$ cat src/sv/tbeq_pkg.sv
// shared types, widths, register codes and reset values of the three-band equalizer
// no dependencies; every other file of the block imports this package

package tbeq_pkg;

    // field and datapath widths
    localparam int SAMPLE_W         = 24;
    localparam int CHAN_W           = 3;
    localparam int COEF_W           = 16;
    localparam int GAIN_W           = 16;
    localparam int STATE_W          = 32;
    localparam int CFG_W            = 64;
    localparam int CFG_IDX_W        = 3;
    localparam int OPA_W            = STATE_W + 1;
    localparam int OPB_W            = GAIN_W + 1;
    localparam int PROD_W           = OPA_W + OPB_W;
    localparam int ACC_W            = 58;
    localparam int NUM_CHANNELS_DEF = 8;

    // rounding positions
    localparam int FILT_SHIFT = 16;
    localparam int BAND_SHIFT = 12;
    localparam int CHAN_SHIFT = 20;
    localparam int HI_SPLIT   = 24;

    // register indexes
    localparam logic [CFG_IDX_W-1:0] REG_BASS_COEF   = 3'd0;
    localparam logic [CFG_IDX_W-1:0] REG_TREBLE_COEF = 3'd1;
    localparam logic [CFG_IDX_W-1:0] REG_BASS_GAIN   = 3'd2;
    localparam logic [CFG_IDX_W-1:0] REG_MID_GAIN    = 3'd3;
    localparam logic [CFG_IDX_W-1:0] REG_TREBLE_GAIN = 3'd4;
    localparam logic [CFG_IDX_W-1:0] REG_CHAN_LOWER  = 3'd5;
    localparam logic [CFG_IDX_W-1:0] REG_CHAN_UPPER  = 3'd6;

    // register reset values
    localparam logic [COEF_W-1:0] BASS_COEF_RST   = 16'd64907;
    localparam logic [COEF_W-1:0] TREBLE_COEF_RST = 16'd38888;
    localparam logic [GAIN_W-1:0] UNITY_GAIN_RST  = 16'd4096;
    localparam logic [CFG_W-1:0]  CHAN_GAINS_RST  = 64'h1000_1000_1000_1000;

    // controller states
    typedef enum logic [3:0] {
        ST_IDLE,
        ST_MUL_BASS,
        ST_MUL_TREB,
        ST_MUL_LOW,
        ST_MUL_MID,
        ST_MUL_HIGH,
        ST_SUM,
        ST_MUL_CG_LO,
        ST_MUL_CG_HI,
        ST_CG_SUM,
        ST_FINISH
    } ctrl_state_t;

    // multiplier operand selection
    typedef enum logic [2:0] {
        MUL_BASS,
        MUL_TREB,
        MUL_LOW,
        MUL_MID,
        MUL_HIGH,
        MUL_CG_LO,
        MUL_CG_HI
    } mul_sel_t;

    // accumulator operation
    typedef enum logic [2:0] {
        ACC_HOLD,
        ACC_LOAD_BAND,
        ACC_ADD,
        ACC_LOAD_CHAN,
        ACC_ADD_HIGH
    } acc_op_t;

    typedef struct packed {
        logic     load_in;
        mul_sel_t mul_sel;
        logic     upd_bass;
        logic     upd_treb;
        acc_op_t  acc_op;
        logic     load_out;
    } dp_cmd_t;

    typedef struct packed {
        logic bypass;
        logic out_busy;
    } dp_status_t;

endpackage

$ cat src/sv/tbeq_ctrl.sv
// sequencer of the equalizer: steps one word through the shared multiplier schedule
// depends on tbeq_pkg (state enum, command and status structs)

module tbeq_ctrl (
    input  logic                 clk,
    input  logic                 rst_n,
    input  logic                 in_valid,
    output logic                 in_stall,
    input  tbeq_pkg::dp_status_t status,
    output tbeq_pkg::dp_cmd_t    cmd
);
    import tbeq_pkg::*;

    ctrl_state_t state_reg;
    ctrl_state_t state_next;

    // state register
    always_ff @(posedge clk or negedge rst_n)
    begin
        if (!rst_n)
        begin
            state_reg <= ST_IDLE;
        end
        else
        begin
            state_reg <= state_next;
        end
    end

    // next state
    always_comb
    begin
        state_next = state_reg;
        case (state_reg)
            ST_IDLE:
            begin
                if (in_valid)
                begin
                    state_next = ST_MUL_BASS;
                end
            end
            ST_MUL_BASS:  state_next = status.bypass ? ST_FINISH : ST_MUL_TREB;
            ST_MUL_TREB:  state_next = ST_MUL_LOW;
            ST_MUL_LOW:   state_next = ST_MUL_MID;
            ST_MUL_MID:   state_next = ST_MUL_HIGH;
            ST_MUL_HIGH:  state_next = ST_SUM;
            ST_SUM:       state_next = ST_MUL_CG_LO;
            ST_MUL_CG_LO: state_next = ST_MUL_CG_HI;
            ST_MUL_CG_HI: state_next = ST_CG_SUM;
            ST_CG_SUM:    state_next = ST_FINISH;
            ST_FINISH:
            begin
                if (!status.out_busy)
                begin
                    state_next = ST_IDLE;
                end
            end
            default:      state_next = ST_IDLE;
        endcase
    end

    // commands to the datapath
    always_comb
    begin
        cmd          = '0;
        cmd.mul_sel  = MUL_BASS;
        cmd.acc_op   = ACC_HOLD;
        in_stall     = 1'b1;
        case (state_reg)
            ST_IDLE:
            begin
                in_stall    = 1'b0;
                cmd.load_in = in_valid;
            end
            ST_MUL_BASS:
            begin
                cmd.mul_sel = MUL_BASS;
            end
            ST_MUL_TREB:
            begin
                cmd.mul_sel  = MUL_TREB;
                cmd.upd_bass = 1'b1;
            end
            ST_MUL_LOW:
            begin
                cmd.mul_sel  = MUL_LOW;
                cmd.upd_treb = 1'b1;
            end
            ST_MUL_MID:
            begin
                cmd.mul_sel = MUL_MID;
                cmd.acc_op  = ACC_LOAD_BAND;
            end
            ST_MUL_HIGH:
            begin
                cmd.mul_sel = MUL_HIGH;
                cmd.acc_op  = ACC_ADD;
            end
            ST_SUM:
            begin
                cmd.acc_op = ACC_ADD;
            end
            ST_MUL_CG_LO:
            begin
                cmd.mul_sel = MUL_CG_LO;
            end
            ST_MUL_CG_HI:
            begin
                cmd.mul_sel = MUL_CG_HI;
                cmd.acc_op  = ACC_LOAD_CHAN;
            end
            ST_CG_SUM:
            begin
                cmd.acc_op = ACC_ADD_HIGH;
            end
            ST_FINISH:
            begin
                cmd.load_out = !status.out_busy;
            end
            default:
            begin
                cmd = '0;
            end
        endcase
    end

endmodule

$ cat src/sv/tbeq_datapath.sv
// equalizer datapath: config registers, per-channel filter state, shared multiplier,
// accumulator and output word register; depends on tbeq_pkg

module tbeq_datapath #(
    parameter int NUM_CHANNELS = tbeq_pkg::NUM_CHANNELS_DEF
) (
    input  logic                                  clk,
    input  logic                                  rst_n,
    input  tbeq_pkg::dp_cmd_t                     cmd,
    output tbeq_pkg::dp_status_t                  status,
    input  logic signed [tbeq_pkg::SAMPLE_W-1:0]  sample_in,
    input  logic [tbeq_pkg::CHAN_W-1:0]           chan_index,
    input  logic                                  block_end,
    input  logic                                  cfg_write,
    input  logic [tbeq_pkg::CFG_IDX_W-1:0]        cfg_index,
    input  logic [tbeq_pkg::CFG_W-1:0]            cfg_data,
    output logic                                  out_valid,
    input  logic                                  out_stall,
    output logic signed [tbeq_pkg::SAMPLE_W-1:0]  sample_out,
    output logic [tbeq_pkg::CHAN_W-1:0]           chan_out,
    output logic                                  block_end_out
);
    import tbeq_pkg::*;

    localparam int IDX_W = (NUM_CHANNELS > 1) ? $clog2(NUM_CHANNELS) : 1;
    localparam int RES_W = ACC_W - CHAN_SHIFT;
    localparam logic signed [RES_W-1:0] SAT_MAX = RES_W'((64'sd1 <<< (SAMPLE_W - 1)) - 1);
    localparam logic signed [RES_W-1:0] SAT_MIN = RES_W'(-(64'sd1 <<< (SAMPLE_W - 1)));
    localparam logic signed [ACC_W-1:0] BAND_BIAS = ACC_W'(64'sd1 <<< (BAND_SHIFT - 1));
    localparam logic signed [ACC_W-1:0] CHAN_BIAS = ACC_W'(64'sd1 <<< (CHAN_SHIFT - 1));
    localparam logic [FILT_SHIFT-1:0]   FILT_HALF = FILT_SHIFT'(1 << (FILT_SHIFT - 1));

    // configuration registers
    logic [COEF_W-1:0] bass_coef_reg;
    logic [COEF_W-1:0] treble_coef_reg;
    logic [GAIN_W-1:0] bass_gain_reg;
    logic [GAIN_W-1:0] mid_gain_reg;
    logic [GAIN_W-1:0] treble_gain_reg;
    logic [CFG_W-1:0]  chan_lower_reg;
    logic [CFG_W-1:0]  chan_upper_reg;

    // input word and per-channel filter state
    logic signed [SAMPLE_W-1:0] x_reg;
    logic [CHAN_W-1:0]          ch_reg;
    logic                       be_reg;
    logic                       bypass_reg;
    logic signed [STATE_W-1:0]  bass_lp_reg [NUM_CHANNELS];
    logic signed [STATE_W-1:0]  treb_lp_reg [NUM_CHANNELS];
    logic signed [STATE_W-1:0]  low_reg;
    logic signed [STATE_W-1:0]  tlp_reg;

    // arithmetic
    logic signed [PROD_W-1:0]   prod_reg;
    logic signed [ACC_W-1:0]    acc_reg;
    logic signed [ACC_W-1:0]    acc_next;
    logic signed [OPA_W-1:0]    op_a;
    logic [GAIN_W-1:0]          op_b_raw;
    logic signed [OPB_W-1:0]    op_b;
    logic signed [PROD_W-1:0]   mul_prod;
    logic signed [STATE_W-1:0]  x31;
    logic [IDX_W-1:0]           idx;
    logic signed [PROD_W-1:0]   filt_sum;
    logic signed [STATE_W-1:0]  filt_y;
    logic signed [ACC_W-1:0]    prod_ext;
    logic [CFG_W-1:0]           gain_word;
    logic [GAIN_W-1:0]          chan_gain;
    logic signed [RES_W-1:0]    res_full;
    logic signed [SAMPLE_W-1:0] res_sat;

    // output word register
    logic                       out_valid_reg;
    logic                       out_valid_next;
    logic signed [SAMPLE_W-1:0] sample_out_reg;
    logic [CHAN_W-1:0]          chan_out_reg;
    logic                       be_out_reg;

    assign x31 = {x_reg, 8'b0};
    assign idx = ch_reg[IDX_W-1:0];

    // register writes
    always_ff @(posedge clk or negedge rst_n)
    begin
        if (!rst_n)
        begin
            bass_coef_reg   <= BASS_COEF_RST;
            treble_coef_reg <= TREBLE_COEF_RST;
            bass_gain_reg   <= UNITY_GAIN_RST;
            mid_gain_reg    <= UNITY_GAIN_RST;
            treble_gain_reg <= UNITY_GAIN_RST;
            chan_lower_reg  <= CHAN_GAINS_RST;
            chan_upper_reg  <= CHAN_GAINS_RST;
        end
        else if (cfg_write)
        begin
            case (cfg_index)
                REG_BASS_COEF:   bass_coef_reg   <= cfg_data[COEF_W-1:0];
                REG_TREBLE_COEF: treble_coef_reg <= cfg_data[COEF_W-1:0];
                REG_BASS_GAIN:   bass_gain_reg   <= cfg_data[GAIN_W-1:0];
                REG_MID_GAIN:    mid_gain_reg    <= cfg_data[GAIN_W-1:0];
                REG_TREBLE_GAIN: treble_gain_reg <= cfg_data[GAIN_W-1:0];
                REG_CHAN_LOWER:  chan_lower_reg  <= cfg_data;
                REG_CHAN_UPPER:  chan_upper_reg  <= cfg_data;
                default:         ;
            endcase
        end
    end

    // capture input word
    always_ff @(posedge clk)
    begin
        if (cmd.load_in)
        begin
            x_reg      <= sample_in;
            ch_reg     <= chan_index;
            be_reg     <= block_end;
            bypass_reg <= (int'(chan_index) >= NUM_CHANNELS);
        end
    end

    // multiplier operands
    always_comb
    begin
        op_a     = '0;
        op_b_raw = '0;
        case (cmd.mul_sel)
            MUL_BASS:
            begin
                op_a     = OPA_W'(bass_lp_reg[idx]) - OPA_W'(x31);
                op_b_raw = bass_coef_reg;
            end
            MUL_TREB:
            begin
                op_a     = OPA_W'(treb_lp_reg[idx]) - OPA_W'(x31);
                op_b_raw = treble_coef_reg;
            end
            MUL_LOW:
            begin
                op_a     = OPA_W'(low_reg);
                op_b_raw = bass_gain_reg;
            end
            MUL_MID:
            begin
                op_a     = OPA_W'(tlp_reg) - OPA_W'(low_reg);
                op_b_raw = mid_gain_reg;
            end
            MUL_HIGH:
            begin
                op_a     = OPA_W'(x31) - OPA_W'(tlp_reg);
                op_b_raw = treble_gain_reg;
            end
            MUL_CG_LO:
            begin
                op_a     = $signed({{(OPA_W-HI_SPLIT){1'b0}},
                                    acc_reg[BAND_SHIFT+HI_SPLIT-1:BAND_SHIFT]});
                op_b_raw = chan_gain;
            end
            MUL_CG_HI:
            begin
                op_a     = OPA_W'($signed(acc_reg[ACC_W-7:BAND_SHIFT+HI_SPLIT]));
                op_b_raw = chan_gain;
            end
            default:
            begin
                op_a     = '0;
                op_b_raw = '0;
            end
        endcase
    end

    // channel gain select, four gains per register
    assign gain_word = ch_reg[CHAN_W-1] ? chan_upper_reg : chan_lower_reg;
    assign chan_gain = gain_word[GAIN_W*ch_reg[1:0] +: GAIN_W];

    assign op_b     = $signed({1'b0, op_b_raw});
    assign mul_prod = PROD_W'(op_a) * PROD_W'(op_b);

    always_ff @(posedge clk)
    begin
        prod_reg <= mul_prod;
    end

    // filter output: x31 + round(c * (state - x31) / 2^16)
    assign filt_sum = PROD_W'($signed({x31, FILT_HALF})) + prod_reg;
    assign filt_y   = filt_sum[FILT_SHIFT+STATE_W-1:FILT_SHIFT];

    always_ff @(posedge clk)
    begin
        if (cmd.upd_bass)
        begin
            low_reg <= filt_y;
        end
        if (cmd.upd_treb)
        begin
            tlp_reg <= filt_y;
        end
    end

    // per-channel filter state
    always_ff @(posedge clk or negedge rst_n)
    begin
        if (!rst_n)
        begin
            for (int i = 0; i < NUM_CHANNELS; i++)
            begin
                bass_lp_reg[i] <= '0;
                treb_lp_reg[i] <= '0;
            end
        end
        else
        begin
            if (cmd.upd_bass && !bypass_reg)
            begin
                bass_lp_reg[idx] <= filt_y;
            end
            if (cmd.upd_treb && !bypass_reg)
            begin
                treb_lp_reg[idx] <= filt_y;
            end
        end
    end

    // accumulator, rounding bias folded in at load
    assign prod_ext = ACC_W'(prod_reg);

    always_comb
    begin
        acc_next = acc_reg;
        case (cmd.acc_op)
            ACC_HOLD:      acc_next = acc_reg;
            ACC_LOAD_BAND: acc_next = prod_ext + BAND_BIAS;
            ACC_ADD:       acc_next = acc_reg + prod_ext;
            ACC_LOAD_CHAN: acc_next = prod_ext + CHAN_BIAS;
            ACC_ADD_HIGH:  acc_next = acc_reg + (prod_ext <<< HI_SPLIT);
            default:       acc_next = acc_reg;
        endcase
    end

    always_ff @(posedge clk)
    begin
        acc_reg <= acc_next;
    end

    // final shift and saturation
    assign res_full = acc_reg[ACC_W-1:CHAN_SHIFT];

    always_comb
    begin
        if (res_full > SAT_MAX)
        begin
            res_sat = SAT_MAX[SAMPLE_W-1:0];
        end
        else if (res_full < SAT_MIN)
        begin
            res_sat = SAT_MIN[SAMPLE_W-1:0];
        end
        else
        begin
            res_sat = res_full[SAMPLE_W-1:0];
        end
    end

    // output word register
    always_comb
    begin
        if (cmd.load_out)
        begin
            out_valid_next = 1'b1;
        end
        else
        begin
            out_valid_next = out_valid_reg && out_stall;
        end
    end

    always_ff @(posedge clk or negedge rst_n)
    begin
        if (!rst_n)
        begin
            out_valid_reg <= 1'b0;
        end
        else
        begin
            out_valid_reg <= out_valid_next;
        end
    end

    always_ff @(posedge clk)
    begin
        if (cmd.load_out)
        begin
            sample_out_reg <= bypass_reg ? x_reg : res_sat;
            chan_out_reg   <= ch_reg;
            be_out_reg     <= be_reg;
        end
    end

    assign status.bypass   = bypass_reg;
    assign status.out_busy = out_valid_reg && out_stall;

    assign out_valid     = out_valid_reg;
    assign sample_out    = sample_out_reg;
    assign chan_out      = chan_out_reg;
    assign block_end_out = be_out_reg;

endmodule

$ cat src/sv/three_band_equalizer_unit.sv
// top level of the three-band equalizer: sequencer plus datapath
// depends on tbeq_pkg, tbeq_ctrl and tbeq_datapath
//
//   channel  | signals                                          | direction
//   ---------+--------------------------------------------------+----------
//   input    | in_valid, in_stall, sample_in, chan_index,       | in
//            | block_end                                        |
//   output   | out_valid, out_stall, sample_out, chan_out,      | out
//            | block_end_out                                    |
//   config   | cfg_write, cfg_index, cfg_data                   | in
//
// a word runs every step between accepts if its channel is configured, and skips from
// the bass step to finish if passed through; the seven products of the
// filters, band weights and channel gain share one 33x17 multiplier, one per cycle.
// reset clears the filter state of all channels at once and loads the register defaults.
// a finished word waits in the output register; the next word is taken meanwhile and
// holds in its last step only if the output register is still full.

module three_band_equalizer_unit #(
    parameter int NUM_CHANNELS = tbeq_pkg::NUM_CHANNELS_DEF
) (
    input  logic                                  clk,
    input  logic                                  rst_n,
    input  logic                                  in_valid,
    output logic                                  in_stall,
    input  logic signed [tbeq_pkg::SAMPLE_W-1:0]  sample_in,
    input  logic [tbeq_pkg::CHAN_W-1:0]           chan_index,
    input  logic                                  block_end,
    output logic                                  out_valid,
    input  logic                                  out_stall,
    output logic signed [tbeq_pkg::SAMPLE_W-1:0]  sample_out,
    output logic [tbeq_pkg::CHAN_W-1:0]           chan_out,
    output logic                                  block_end_out,
    input  logic                                  cfg_write,
    input  logic [tbeq_pkg::CFG_IDX_W-1:0]        cfg_index,
    input  logic [tbeq_pkg::CFG_W-1:0]            cfg_data
);
    import tbeq_pkg::*;

    dp_cmd_t    cmd;
    dp_status_t status;

    // sequencer
    tbeq_ctrl u_ctrl (
        .clk      (clk),
        .rst_n    (rst_n),
        .in_valid (in_valid),
        .in_stall (in_stall),
        .status   (status),
        .cmd      (cmd)
    );

    // datapath
    tbeq_datapath #(
        .NUM_CHANNELS (NUM_CHANNELS)
    ) u_datapath (
        .clk           (clk),
        .rst_n         (rst_n),
        .cmd           (cmd),
        .status        (status),
        .sample_in     (sample_in),
        .chan_index    (chan_index),
        .block_end     (block_end),
        .cfg_write     (cfg_write),
        .cfg_index     (cfg_index),
        .cfg_data      (cfg_data),
        .out_valid     (out_valid),
        .out_stall     (out_stall),
        .sample_out    (sample_out),
        .chan_out      (chan_out),
        .block_end_out (block_end_out)
    );

endmodule

$ cat config.mk
export PLATFORM = sky130hd
export DESIGN_NAME = three_band_equalizer_unit
export DESIGN_NICKNAME = d
export VERILOG_FILES = /design/src/sv/tbeq_pkg.sv /design/src/sv/tbeq_ctrl.sv /design/src/sv/tbeq_datapath.sv /design/src/sv/three_band_equalizer_unit.sv
export SDC_FILE = /design/constraint.sdc
export NUM_CORES = 2
export LEC_CHECK = 0
export ABC_CLOCK_PERIOD_IN_PS = 13600
export BUFFER_PORTS_ARGS = -buffer_cell sky130_fd_sc_hd__buf_2
export CORE_MARGIN = 2
export CORE_UTILIZATION = 40
export DETAILED_ROUTE_END_ITERATION = 6
export SETUP_SLACK_MARGIN = 0.15
export SYNTH_ARGS = -nofsm -noshare
export SYNTH_HDL_FRONTEND = slang
export SYNTH_SLANG_ARGS = --single-unit
$ cat constraint.sdc
create_clock -name clk -period 13.6 [get_ports clk]
set_clock_uncertainty 0.1 [all_clocks]
set_input_delay 0 -clock clk [delete_from_list [all_inputs] [get_ports clk]]
set_output_delay 0 -clock clk [all_outputs]
set_load 0.02 [all_outputs]
==> impl_metrics.py <==
metrics = {
    "sta": {
        "rsz0062_at_grt": "false",
        "final_max_slew_viol_count": 0,
        "worst-slew-pin-transition_ns": 1.35,
        "period_share_pct": 92.0,
        "max_freq_ghz": 0.0800,
        "hold_ws_ns": 0.0422,
        "timing_hold_violations_final": 0,
        "maxSlewHeadroom_pct": 10.0,
        "min_period_ns": 12.51,
        "finalSetupTns_ns": 0,
        "setup_viol": 0,
    },
    "place": {
        "gp_congestion": 1.00,
        "hpwlAfterDp_um": 171000,
        "placed_cell_area_um2": 72400,
        "io_buffers": 129,
    },
    "setup_path": {
        "cp_top_family": "compound AO/OA/AOI/OAI gates",
        "cp-end-kind": "flip-flop",
        "critical_path_class": "flip-flop to flip-flop",
        "cpMostUsedCell": "fa_1",
        "worst_path_max_delay_cell": "or2_2",
        "critPathMaxFanout": 25,
        "crit_arrival_ns": 13.05,
        "r2r_slack_ns": 1.09,
        "cp_data_required_time_ns": 14.14,
        "cp_num_buf_inv": 7,
        "cp-start-kind": "flip-flop",
        "cp_slowest_stage_delay_ns": 0.66,
    },
    "synthesis": {
        "synth.net_count": 8175,
        "ys.flop_type": "dfrtp_1",
        "yosysMostFrequentCell": "nand2_1",
        "synth_top_area_share_pct": 25.2,
        "synthTopCellsByArea": "dfrtp_1, fa_1, edfxtp_1, nand2_1, ha_1",
        "ys_seq_area_share_pct": 35.5,
        "yosysTopAreaCell": "dfrtp_1",
        "synth_seq_cells": 953,
        "synth-edff-count": 178,
        "yosys-top-cells-count": "nand2_1, inv_1, o21ai_0, dfrtp_1, fa_1",
        "syn_avg_cell_area_um2": 9.52,
        "syn-cell-area_um2": 69000,
        "async_flop_share_pct": 76.1,
        "synth_cell_type_count": 105,
        "yosysWarnings": 0,
        "synthCells": 7252,
    },
    "route": {
        "drtIter0Drc": 4995,
        "drt-total-wl_um": 242000,
        "drc_errors": 0,
        "drt-wirelength-per-cell_um": 24.7,
        "route.vias.total": 56200,
        "drtAntennaViolNets": 0,
        "first_pass_iters": 6,
        "post_drt_via_cell_ratio": 5.74,
    },
    "clocking": {
        "path_clk_slew_ns": 0.06,
        "cts_post_setup_buffers_inserted": 0,
        "insertion_delay_ns": 0.76,
        "h-tree-depth": 3,
        "cts_tree": "done",
        "clkSinkCount": 953,
        "cts_resized": 0,
        "cts.path.max_buffers": 3,
        "cts-root-buf": "clkbuf_16",
        "cts_buffers": 107,
    },
    "global_route": {
        "grt_pass1_vias": 56800,
        "grt_overflow_total": 0,
        "grt_pass1_wl_um": 364000,
        "grt_max_degree": 171,
        "antenna_found_initial": 11,
        "grt_use_total_pct": 27.6,
    },
    "finish": {
        "post-route-cell-area_um2": 77800,
        "area_growth_pct": 12.7,
        "drive_above_1_share_pct": 11.8,
        "fin_nets": 8320,
    },
    "min_path": {
        "hold_class": "input port to flip-flop",
    },
    "floorplanning": {
        "die_h_um": 419,
        "fp.dieArea_um2": 176000,
        "start_util_pct": 40.2,
        "rows": 152,
        "die_w_um": 419,
        "io_pins": 130,
        "coreArea_um2": 172000,
    },
    "run": {
        "maxCapViolations": 0,
    },
    "status": {
        "outcome": "finished clean",
    },
}
[worst paths after layout]
check                                      from                            end  cells after the start
max in group asynchronous                 rst_n     u_datapath.treb_lp_reg[29]                      6
hold reg to reg               u_datapath.be_reg       u_datapath.block_end_out                      0
setup / recovery           u_datapath.ch_reg[0]        u_datapath.prod_reg[49]                     40
min in group asynchronous                 rst_n  u_datapath.chan_lower_reg[60]                      3
hold / removal                     cfg_data[44]  u_datapath.chan_upper_reg[44]                      3
setup reg to reg           u_datapath.ch_reg[0]        u_datapath.prod_reg[49]                     40
[kinds of logic after synthesis]
logic type	count (synthesis)	share of synthesized area, %
and+or+nand+nor	1886	12.0
AOI/OAI and AO/OA	1839	16.5
buffers and inverters	1177	6.49
DFF	953	35.5
adders and majority gates	823	20.4
muxes	341	6.06
xor gates and xnor gates	233	2.97
[area by class of cell]
class | instances | area, um2
fill | 16500 | 93800
multi-input combinational | 5122 | 40300
sequential | 953 | 24500
timing repair buffer | 437 | 3490
clock buffer | 156 | 3080
inverter | 776 | 2920
tap | 2310 | 2890
clock inverter | 45 | 528
antenna | 7 | 17.5
[layout by cell type (no fill, tap or decap), drive strengths merged, types with 140 or more instances in the layout]
cell / count
clkbuf: 156
xnor2: 140
a21o: 140
inv: 789
mux2: 276
fa: 507
ha: 316
nand2: 1099
buf: 267
edfxtp: 178
nor2: 277
o22ai: 175
a21oi: 274
o21ai: 769
dlygate4sd3: 170
dfrtp: 694
[timing repair]
| item | 4_1_cts | 5_1_grt |
|---|---|---|
| endpoints found under the hold margin | 348 | 0 |
| hold buffers | 171 | 0 |
| endpoints found under the setup margin | 0 | 0 |
[metrics by stage]
step	cells	util, %	setup WS (ns)
after floorplan	7252	-	2.35
after global placement	9427	42.2	1.30
after detailed placement	9427	42.2	1.28
after CTS	9799	45.3	1.23
after global routing	9799	45.3	0.602
final	9806	45.3	1.09
[worst min-delay path: stages]
cell and delay (ns):
dlygate4sd3_1 0.58, buf_2 0.14, mux2_2 0.14
[layer usage]
layer / up-vias / GRT usage (%) / wire (um)
met5: - / 0 / 21
met4: 4 / 12.7 / 12400
met3: 494 / 4.52 / 18000
met2: 2194 / 44.2 / 111000
met1: 28500 / 36.5 / 100000
li1: 25100 / - / -
Power is left out: the tool's default activity adds up to more than one toggle a clock period on the data nets, which glitch-free logic cannot reach.
